## config.mk

```make
export PLATFORM = sky130hd
export DESIGN_NAME = rsh_lane
export DESIGN_NICKNAME = d
export VERILOG_FILES = /design/src/rtl/core/rsh_pkg.sv /design/src/rtl/core/rsh_lane.sv
export SDC_FILE = /design/constraint.sdc
export NUM_CORES = 1
export LEC_CHECK = 0
export BUFFER_PORTS_ARGS = -buffer_cell sky130_fd_sc_hd__buf_4
export CORE_UTILIZATION = 25
export DETAILED_ROUTE_END_ITERATION = 6
export PLACE_DENSITY = 0.48
export SETUP_SLACK_MARGIN = 0.1
export SLEW_MARGIN = 40
export SYNTH_ARGS = -nofsm -noshare
export SYNTH_HDL_FRONTEND = slang
export SYNTH_SLANG_ARGS = --single-unit
```

## constraint.sdc

```tcl
create_clock -name vclk -period 49.4
set_input_delay 12.35 -clock vclk [all_inputs]
set_output_delay 12.35 -clock vclk [all_outputs]
set_load 0.005 [all_outputs]
```

## src/rtl/core/rsh_pkg.sv

```systemverilog
// Shared types and constants of the RGB 3x3 sharpen filter.
// Used by the channel lanes and the top level; depends on nothing.
package rsh_pkg;

    localparam int FW_W       = 11;
    localparam int FH_W       = 12;
    localparam int ROW_W      = 12;
    localparam int CFG_IDX_W  = 1;
    localparam int CFG_DATA_W = 12;

    localparam logic [FW_W-1:0]  FW_RESET = 11'd640;
    localparam logic [FH_W-1:0]  FH_RESET = 12'd480;
    localparam logic [ROW_W-1:0] ROW_MAX  = 12'd4095;

    typedef enum logic [CFG_IDX_W-1:0] {
        CFG_FRAME_WIDTH  = 1'b0,
        CFG_FRAME_HEIGHT = 1'b1
    } cfg_reg_t;

    typedef enum logic {
        OP_PIXEL = 1'b0,
        OP_FLUSH = 1'b1
    } op_t;

    // Which neighbors of the center lie inside the frame.
    typedef struct packed {
        logic top_ok;
        logic bottom_ok;
        logic left_ok;
        logic right_ok;
    } rsh_mask_t;

    typedef struct packed {
        logic      emit;
        logic      last;
        rsh_mask_t mask;
    } rsh_meta_t;

endpackage

```

## src/rtl/core/rsh_lane.sv

```systemverilog
// One color channel of the sharpen kernel: 9 * center minus the in-frame neighbors,
// then absolute value and saturation. Depends on rsh_pkg for the neighbor mask.
module rsh_lane #(
    parameter int CHANNEL_BITS = 8
) (
    input  logic [8:0][CHANNEL_BITS-1:0] taps,
    input  rsh_pkg::rsh_mask_t           mask,
    output logic [CHANNEL_BITS-1:0]      magnitude
);

    import rsh_pkg::*;

    localparam int CB     = CHANNEL_BITS;
    localparam int SUM_W  = CB + 5;
    localparam int CH_MAX = (1 << CB) - 1;

    logic [8:0]              use_tap;
    logic [CB+2:0]           neg_sum;
    logic [CB+3:0]           pos_sum;
    logic signed [SUM_W-1:0] diff;
    logic [SUM_W-1:0]        mag;

    always_comb
    begin
        use_tap = '0;
        for (int r = 0; r < 3; r++)
        begin
            for (int c = 0; c < 3; c++)
            begin
                use_tap[r*3+c] = !((r == 0) && !mask.top_ok) &&
                                 !((r == 2) && !mask.bottom_ok) &&
                                 !((c == 0) && !mask.left_ok) &&
                                 !((c == 2) && !mask.right_ok) &&
                                 !((r == 1) && (c == 1));
            end
        end

        neg_sum = '0;
        for (int i = 0; i < 9; i++)
        begin
            if (use_tap[i])
            begin
                neg_sum = neg_sum + (CB+3)'(taps[i]);
            end
        end

        pos_sum = (CB+4)'({taps[4], 3'b000}) + (CB+4)'(taps[4]);
        diff    = signed'(SUM_W'(pos_sum)) - signed'(SUM_W'(neg_sum));
        mag     = diff[SUM_W-1] ? SUM_W'(-diff) : SUM_W'(diff);

        if (mag > SUM_W'(CH_MAX))
        begin
            magnitude = '1;
        end
        else
        begin
            magnitude = mag[CB-1:0];
        end
    end

endmodule

```

Word-level counts from Yosys, hierarchy flattened
Cells that the tools add are included.
{"block": "word_totals", "ff_bits": 0, "in_bits": 76, "wordCells": 25}
{"block": "op_classes", "addsub": 10, "n_lt_le_gt_ge": 1, "muxes": 10, "n_reduce_logical": 4}
{"cell": "two-way mux 11 bit", "n": 7}
{"cell": "adder 11 x 8 -> 11 bit", "n": 6}
{"cell": "two-way mux 8 bit", "n": 2}
{"cell": "greater-than comparator 13 x 8 -> 1 bit, second input constant", "n": 1}
{"cell": "two-way mux 13 bit", "n": 1}
{"cell": "negator 13 bit", "n": 1}
{"cell": "subtractor 12 x 11 -> 13 bit", "n": 1}
{"cell": "adder 11 x 8 -> 12 bit", "n": 1}
{"cell": "adder 8 x 8 -> 9 bit", "n": 1}
{"cell": "logical AND 1 bit", "n": 4}

Logic depth before layout (Yosys ltp)
Gate-level depths: netlist of the first run.
{"block": "depth", "ltp_word": 21, "mapped_depth": 55, "ltp_nobuf": 52}

Least setup slack after synthesis of the first run
Ideal clock, no wire load.
{"block": "synth_path", "path_kind": "in2out", "start": "input mask[1] (netlist name)", "end": "output magnitude[0]", "arrival_time_ns": 22.056, "t_required_ns": 37.050, "path_slack_ns": 14.994, "stages": 48, "path_buffers": 3, "path_cell_list": "clkbuf_1 > buf_1 > clkbuf_1 > and3_1 > ha_1 > inv_1 > fa_1 > nor2_1 > inv_1 > fa_1 > a211oi_1 > ha_1 > a211o_1 > o211ai_1 > nand2_1 > o32ai_1 > ha_1 > nand2_1 > [12 not listed] > ha_1 > or3_1 > nand2_1 > a21oi_1 > ha_1 > a21oi_1 > xnor2_1 > mux2i_1 > mux2_2 > fa_1 > ha_1 > a21boi_1 > o21a_1 > or3_1 > a2111o_1 > a21oi_1 > a22o_2 > nand3_1"}
{"block": "synth_between", "elab_chain_cells": 21}
{"item": "from (decl)", "line": "rsh_lane.sv:7", "text": "input rsh_pkg::rsh_mask_t mask,"}
{"item": "logical AND 1 bit", "line": "rsh_lane.sv:31", "text": "!((r == 2) && !mask.bottom_ok) &&"}
{"item": "two-way mux 8 bit", "line": "rsh_lane.sv:41", "text": "if (use_tap[i])"}
{"item": "adder 8 x 8 -> 9 bit", "line": "rsh_lane.sv:43", "text": "neg_sum = neg_sum + (CB+3)'(taps[i]);"}
{"item": "two-way mux 11 bit", "line": "rsh_lane.sv:41"}
{"item": "adder 11 x 8 -> 11 bit", "line": "rsh_lane.sv:43"}
{"item": "two-way mux 11 bit", "line": "rsh_lane.sv:41"}
{"item": "adder 11 x 8 -> 11 bit", "line": "rsh_lane.sv:43"}
{"item": "two-way mux 11 bit", "line": "rsh_lane.sv:41"}
{"item": "[5 not listed]"}
{"item": "two-way mux 11 bit (*)", "line": "rsh_lane.sv:41"}
{"item": "adder 11 x 8 -> 11 bit", "line": "rsh_lane.sv:43"}
{"item": "two-way mux 11 bit (*)", "line": "rsh_lane.sv:41"}
{"item": "subtractor 12 x 11 -> 13 bit (*)", "line": "rsh_lane.sv:48", "text": "diff = signed'(SUM_W'(pos_sum)) - signed'(SUM_W'(neg_sum));"}
{"item": "negator 13 bit", "line": "rsh_lane.sv:49", "text": "mag = diff[SUM_W-1] ? SUM_W'(-diff) : SUM_W'(diff);"}
{"item": "two-way mux 13 bit (*)", "line": "rsh_lane.sv:49"}
{"item": "greater-than comparator 13 x 8 -> 1 bit", "line": "rsh_lane.sv:51", "text": "if (mag > SUM_W'(CH_MAX))"}
{"item": "two-way mux 8 bit (*)", "line": "rsh_lane.sv:51"}
{"item": "to (decl)", "line": "rsh_lane.sv:8", "text": "output logic [CHANNEL_BITS-1:0] magnitude"}
Every way passes the cells marked *; elsewhere a longest branch is shown, timed or not.

Worst setup path after layout of the first run
{"block": "layout_path", "start": "input mask[1] (netlist name)", "end": "output magnitude[1]"}
Same word-level chain as after synthesis.

==> results of run 1 <==
## worst max-delay path: cells and delay by family
kind	cells	cell delay, ps
AOI/OAI and AO/OA	14	2980
adders and majority gates	10	3570
xor gates and xnor gates	3	810
and+or+nand+nor	15	2070
buffers and inverters	6	800
## cells in the mapped netlist (5+ instances only)
library cell	count	area share
a211oi_1	7	0.013
a21o_1	14	0.026
a21oi_1	55	0.069
and2_1	5	0.0078
and3_1	9	0.014
clkbuf_1	9	0.0084
fa_1	14	0.070
ha_1	73	0.23
inv_1	43	0.040
mux2_2	7	0.020
mux2i_1	11	0.027
nand2_1	40	0.037
nand2b_1	5	0.0078
nand3_1	19	0.024
nor2_1	53	0.050
nor2b_1	10	0.016
nor3_1	5	0.0062
o211ai_1	6	0.011
o21a_1	13	0.024
o21ai_0	38	0.047
o21bai_1	8	0.015
or3_1	7	0.011
xnor2_1	41	0.090
xor2_1	13	0.028
## area by class of cell
class	instances	area, um^2	area share
inverters	43	161	0.0332
multi-input cells	496	3800	0.783
well taps	211	264	0.0544
repair buffers	84	631	0.130
## cells by family after synthesis
| family | synth area share |
|---|---|
| compound gates | 0.288 |
| simple gates | 0.188 |
| fa+ha+maj | 0.298 |
| mux | 0.0565 |
| xor+xnor | 0.118 |
| buf+inv | 0.0515 |
## path summary, 6_finish.rpt
check,start,endpoint,slack [ps]
worst max-delay path,mask[1],magnitude[1],14460
worst min-delay path,taps[32],magnitude[0],25270
## per-stage QoR
step	worst slack, ps	cell area, um^2	util	power, W
after detailed placement	14410	4860	0.315	0.000187
after global placement	14670	4860	0.315	0.000184
after floorplan	14990	4010	-	0.000148
final	14460	4860	0.315	0.000186
after global routing	13370	4860	0.315	0.000214
after CTS	14410	4860	0.315	0.000188
## metal layers
layer	GRT usage	vias to the layer above	part of all wire
met4	0.00277	0	0.0017
met5	0	-	0
met2	0.233	69	0.46
met3	0.00125	2	0.026
li1	-	2114	-
met1	0.172	1787	0.51
## power by group
group	switching [W]	total, W	internal (W)
Combinational	0.000101	0.000186	0.0000845
Sequential	0	0	0
Clock	0	0	0
Total	0.000101	0.000186	0.0000845
==> Implementation_results.wiki, run 1 <==
{| class="wikitable"
! Metric !! Value
|-
| Max Freq || roughly 29 MHz
|-
| CP Class || input pin to primary output
|-
| Mapped cell area || roughly 4000 um^2
|-
| Post-Synthesis Net Count || 714
|-
| Final-layout setup total negative slack || 0 ps
|-
| Count of distinct cell types in the synthesized netlist || 56
|-
| Number of sequential storage elements || 0
|-
| PwrDens || about 38 nW/um^2
|-
| Post-detailed-placement half-perimeter wirelength || approximately 9200 um
|-
| Min-delay worst type || input pin to primary output
|-
| Starting DRC count in detailed routing || 120
|-
| Rows || 45
|-
| Number of hold violations in the final report || 0
|-
| Initial Utilization || 0.260
|-
| Proportion of synthesized chip area in sequential cells || 0
|-
| Die footprint || about 17000 um^2
|-
| Crit start category || input pin
|-
| Hold Path Cell Cnt || 5
|-
| Required time reported for the critical path endpoint || roughly 37000 ps
|-
| Resized cells post-CTS || 0
|-
| Area Growth Syn to Fin || 21.2%
|-
| Overflow left after global routing || 0
|-
| Maximum single-stage delay on the critical path || just under 600 ps
|-
| WHS || 25270 ps
|-
| Die Width || about 130 um
|-
| Post-CTS Repair Setup Buffers || 0
|-
| Arr. time, crit path || approximately 23000 ps
|-
| Status || complete, no violations
|-
| Fraction of layout cells with a size suffix above 1 || 0.170
|-
| WL per Instance || 12.4 um
|-
| Unrepaired setup endpoints after global routing || no
|-
| Average size of a mapped cell || around 7.3 um^2
|-
| Synthesis Warnings || 0
|-
| Layout Nets || 788
|-
| Number of iterations in the first detailed-routing pass || 4
|-
| Relative slew slack || 0.580
|-
| Final Slew Violations || 0
|-
| Via Count || 3972
|-
| Most common cell after layout, fill and taps aside || buf_4
|-
| DP Cell Count || roughly 830
|-
| Post-layout instance count excluding filler cells || roughly 830
|-
| Number of fillers in the final layout || roughly 1700
|-
| Fin crit share || 0.707
|-
| Number of instances in the synthesized netlist || roughly 550
|-
| Count of antenna-violating nets left after detailed routing || 0
|-
| Most Frequent Cell on Critical Path || ha_1
|-
| Max FO, Critical Path || 28
|-
| Die Ht || 129 um
|-
| Critical-path top delay cell || fa_1
|-
| Vias per cell || roughly 4.8
|-
| Total global routing track utilization || 0.126
|-
| Number of primary I/O pins || 84
|-
| Number of port buffers || 84
|-
| Routability cong. || 0.799
|-
| Vias in the first global route || between 3000 and 4000
|-
| First-pass GRT wire length || around 17000 um
|-
| Reg area || 0 um^2
|-
| Shortest clock period the worst path allows after layout || roughly 35000 ps
|-
| Sum of routed wire length over all layers || between 10000 and 15000 um
|-
| Antenna cell count || 0
|-
| Most frequent cells in the layout || buf_4 (84), ha_1 (73), a21oi_1 (55), nor2_1 (53), inv_1 (43)
|-
| Pin count of the biggest net entering global routing || 32
|-
| Static leakage || between 2 and 2.5 nW
|-
| Number of clock buffer instances in the layout || 0
|-
| Worst vdd rail ir drop || ~0.016 mV
|-
| Critical Path Sink Type || primary output
|-
| Setup violators final || 0
|-
| Max Cap Violations || 0
|-
| Number of DRC violations after detailed routing || 0
|-
| Slew at the pin with the worst max-slew slack || about 630 ps
|-
| Number of buffers inserted for hold repair after clock tree synthesis || 0
|-
| CORE AREA || about 15000 um^2
|-
| Number of antenna violations at the first check in global routing || 0
|}
Power figures use the tool's default switching activity.
==> inputs of run 2 (changes only) <==
==> constraint.sdc (replaced) <==
create_clock -name vclk -period 35.5
set_input_delay 8.875 -clock vclk [all_inputs]
set_output_delay 8.875 -clock vclk [all_outputs]
set_load 0.005 [all_outputs]
==> run 2 against run 1 <==
Routed wire length rose by 0.37%. Count of clock-buffer cells in the layout did not move. Design area is the same. Combinational power grew 39%. Sequential share of layout area unchanged. Setup slack got worse by 7000 ps. Global-route usage increased by 0.23 points. Non-clock buffer count stayed put. Power grew 39%. Hold slack lost 7000 ps. Cell count stayed put. Critical endpoint unchanged.
==> Implementation_results.wiki, run 2 (same netlist as run 1, synthesis figures left out) <==
{| class="wikitable"
! Metric !! Value
|-
| First-pass GRT wire length || 17700 um (+1.7%)
|-
| Number of antenna violations at the first check in global routing || 0 (unchanged)
|-
| Min-delay worst type || input pin to primary output
|-
| Die Ht || 129 um (unchanged)
|-
| PwrDens || 53.4 nW/um^2 (+39%)
|-
| Post-CTS Repair Setup Buffers || 0 (unchanged)
|-
| Pin count of the biggest net entering global routing || 32 (unchanged)
|-
| Setup violators final || 0 (unchanged)
|-
| Worst Hold Endpoint || magnitude[0]
|-
| Critical-path top delay cell || fa_1
|-
| Launching element of the worst setup path || mask[1]
|-
| Starting DRC count in detailed routing || 136 (+13%)
|-
| Required time reported for the critical path endpoint || 26620 ps (-10430 ps)
|-
| Number of primary I/O pins || 84 (unchanged)
|-
| Routability cong. || 0.799 (about the same)
|-
| Max FO, Critical Path || 28 (unchanged)
|-
| Post-layout instance count excluding filler cells || 834 (unchanged)
|-
| Arr. time, crit path || 19190 ps (-3400 ps)
|-
| DP Cell Count || 834 (unchanged)
|-
| Number of DRC violations after detailed routing || 0 (unchanged)
|-
| Area Growth Syn to Fin || 21.2% (unchanged)
|-
| Max Freq || 35.6 MHz
|-
| Launch instance of the worst min-delay path || taps[32]
|-
| Combinational fraction of design power || 1.000 (about the same)
|-
| Worst vdd rail ir drop || 0.0260 mV (+61%)
|-
| Rows || 45 (unchanged)
|-
| Final-layout setup total negative slack || 0 ps (unchanged)
|-
| Number of fillers in the final layout || 1708 (+1.2%)
|-
| WL per Instance || 12.4 um (+0.37%)
|-
| Via Count || 3970 (-0.050%)
|-
| Max Cap Violations || 0 (unchanged)
|-
| Fin crit share || 0.791
|-
| Vias in the first global route || 3946 (+1.3%)
|-
| Net switching power || 0.000142 W (+40%)
|-
| Total global routing track utilization || 0.128 (+0.00231)
|-
| Fraction of layout cells with a size suffix above 1 || 0.170 (unchanged)
|-
| Resized cells post-CTS || 0 (unchanged)
|-
| Vias per cell || 4.76 (about the same)
|-
| Number of clock buffer instances in the layout || 0 (unchanged)
|-
| Final total power || 0.000259 W (+39%)
|-
| Fin area || 4860 um^2 (unchanged)
|-
| Most common cell after layout, fill and taps aside || buf_4
|-
| Internal power of the cells || 0.000118 W (+39%)
|-
| Placed Instance Area || 4860 um^2 (unchanged)
|-
| Overflow left after global routing || 0 (unchanged)
|-
| Final Slew Violations || 0 (unchanged)
|-
| Layout Nets || 788 (unchanged)
|-
| Die footprint || 16500 um^2 (unchanged)
|-
| Initial Utilization || 0.260 (unchanged)
|-
| Post-detailed-placement half-perimeter wirelength || 9170 um (about the same)
|-
| CORE AREA || 15400 um^2 (unchanged)
|-
| Relative slew slack || 0.562 (-0.0182)
|-
| Utilization after layout || 0.315 (unchanged)
|-
| Sw frac || 0.546 (+0.000882)
|-
| Number of sequential storage elements || 0 (unchanged)
|-
| Number of hold violations in the final report || 0 (unchanged)
|-
| Count of antenna-violating nets left after detailed routing || 0 (unchanged)
|-
| Unrepaired setup endpoints after global routing || no
|-
| Maximum single-stage delay on the critical path || 620 ps (+30 ps)
|-
| Proportion of power drawn by flip-flops and latches || 0 (unchanged)
|-
| Status || complete, no violations
|-
| Hold Path Cell Cnt || 5 (unchanged)
|-
| Critical Path Sink Type || primary output
|-
| Most Frequent Cell on Critical Path || ha_1
|-
| Static leakage || 2.29 nW (unchanged)
|-
| Sum of routed wire length over all layers || 10300 um (+0.37%)
|-
| Slew at the pin with the worst max-slew slack || 653 ps (+27.1 ps)
|-
| Number of iterations in the first detailed-routing pass || 4 (unchanged)
|-
| Number of port buffers || 84 (unchanged)
|-
| Die Width || 129 um (unchanged)
|-
| Reg area || 0 um^2 (unchanged)
|-
| Portion of total power attributed to the clock network || 0 (unchanged)
|-
| Most frequent cells in the layout || buf_4 (84), ha_1 (73), a21oi_1 (55), nor2_1 (53), inv_1 (43)
|-
| CP Class || input pin to primary output
|-
| Crit start category || input pin
|-
| Shortest clock period the worst path allows after layout || approximately 28000 ps
|-
| Number of buffers inserted for hold repair after clock tree synthesis || 0 (unchanged)
|-
| Antenna cell count || 0 (unchanged)
|}
run 2: area by class of cell:
cell class                 count  area [um^2]  share of cell area
timing repair buffer          84          631               0.130
inverter                      43          161              0.0332
tap                          211          264              0.0544
multi-input combinational    496         3800               0.783
run 2: how the worst max path moves through the flow:
stage,cells past startpoint,end
3_5_place_dp,47,magnitude[1]
3_3_place_gp,47,magnitude[2]
4_1_cts,47,magnitude[1]
2_1_floorplan,48,magnitude[0]
6_report,47,magnitude[1]
5_1_grt,48,magnitude[2]
run 2: power by group through the flow:
| stage | Combinational, W | Clock, W | Sequential (W) |
|---|---|---|---|
| after global routing | 0.000299 | 0 | 0 |
| after floorplan | 0.000206 | 0 | 0 |
| final | 0.000259 | 0 | 0 |
| after CTS | 0.000262 | 0 | 0 |
| after detailed placement | 0.000260 | 0 | 0 |
| after global placement | 0.000256 | 0 | 0 |
run 2: routing by layer:
metal	global-route usage	up-vias	routed length [um]
met1	0.175	1785	5210
met2	0.236	71	4720
li1	-	2112	-
met5	0	-	0
met4	0.00484	0	37
met3	0.00291	2	381
run 2: per-stage QoR:
stage / worst slack (ps) / hold WS [ps]
6_report: 7440 / 18320
5_1_grt: 6490 / 18380
4_1_cts: 7450 / 18330
3_5_place_dp: 7470 / 18330
3_3_place_gp: 7720 / 18320
2_1_floorplan: 8040 / 18020
run 2: worst max-delay path: cells and delay by family:
| kind | cells | cell delay (ps) |
|---|---|---|
| AOI/OAI and AO/OA | 14 | 3130 |
| xor gates and xnor gates | 3 | 860 |
| adders and majority gates | 9 | 3370 |
| buffers and inverters | 6 | 800 |
| and+or+nand+nor | 15 | 2120 |
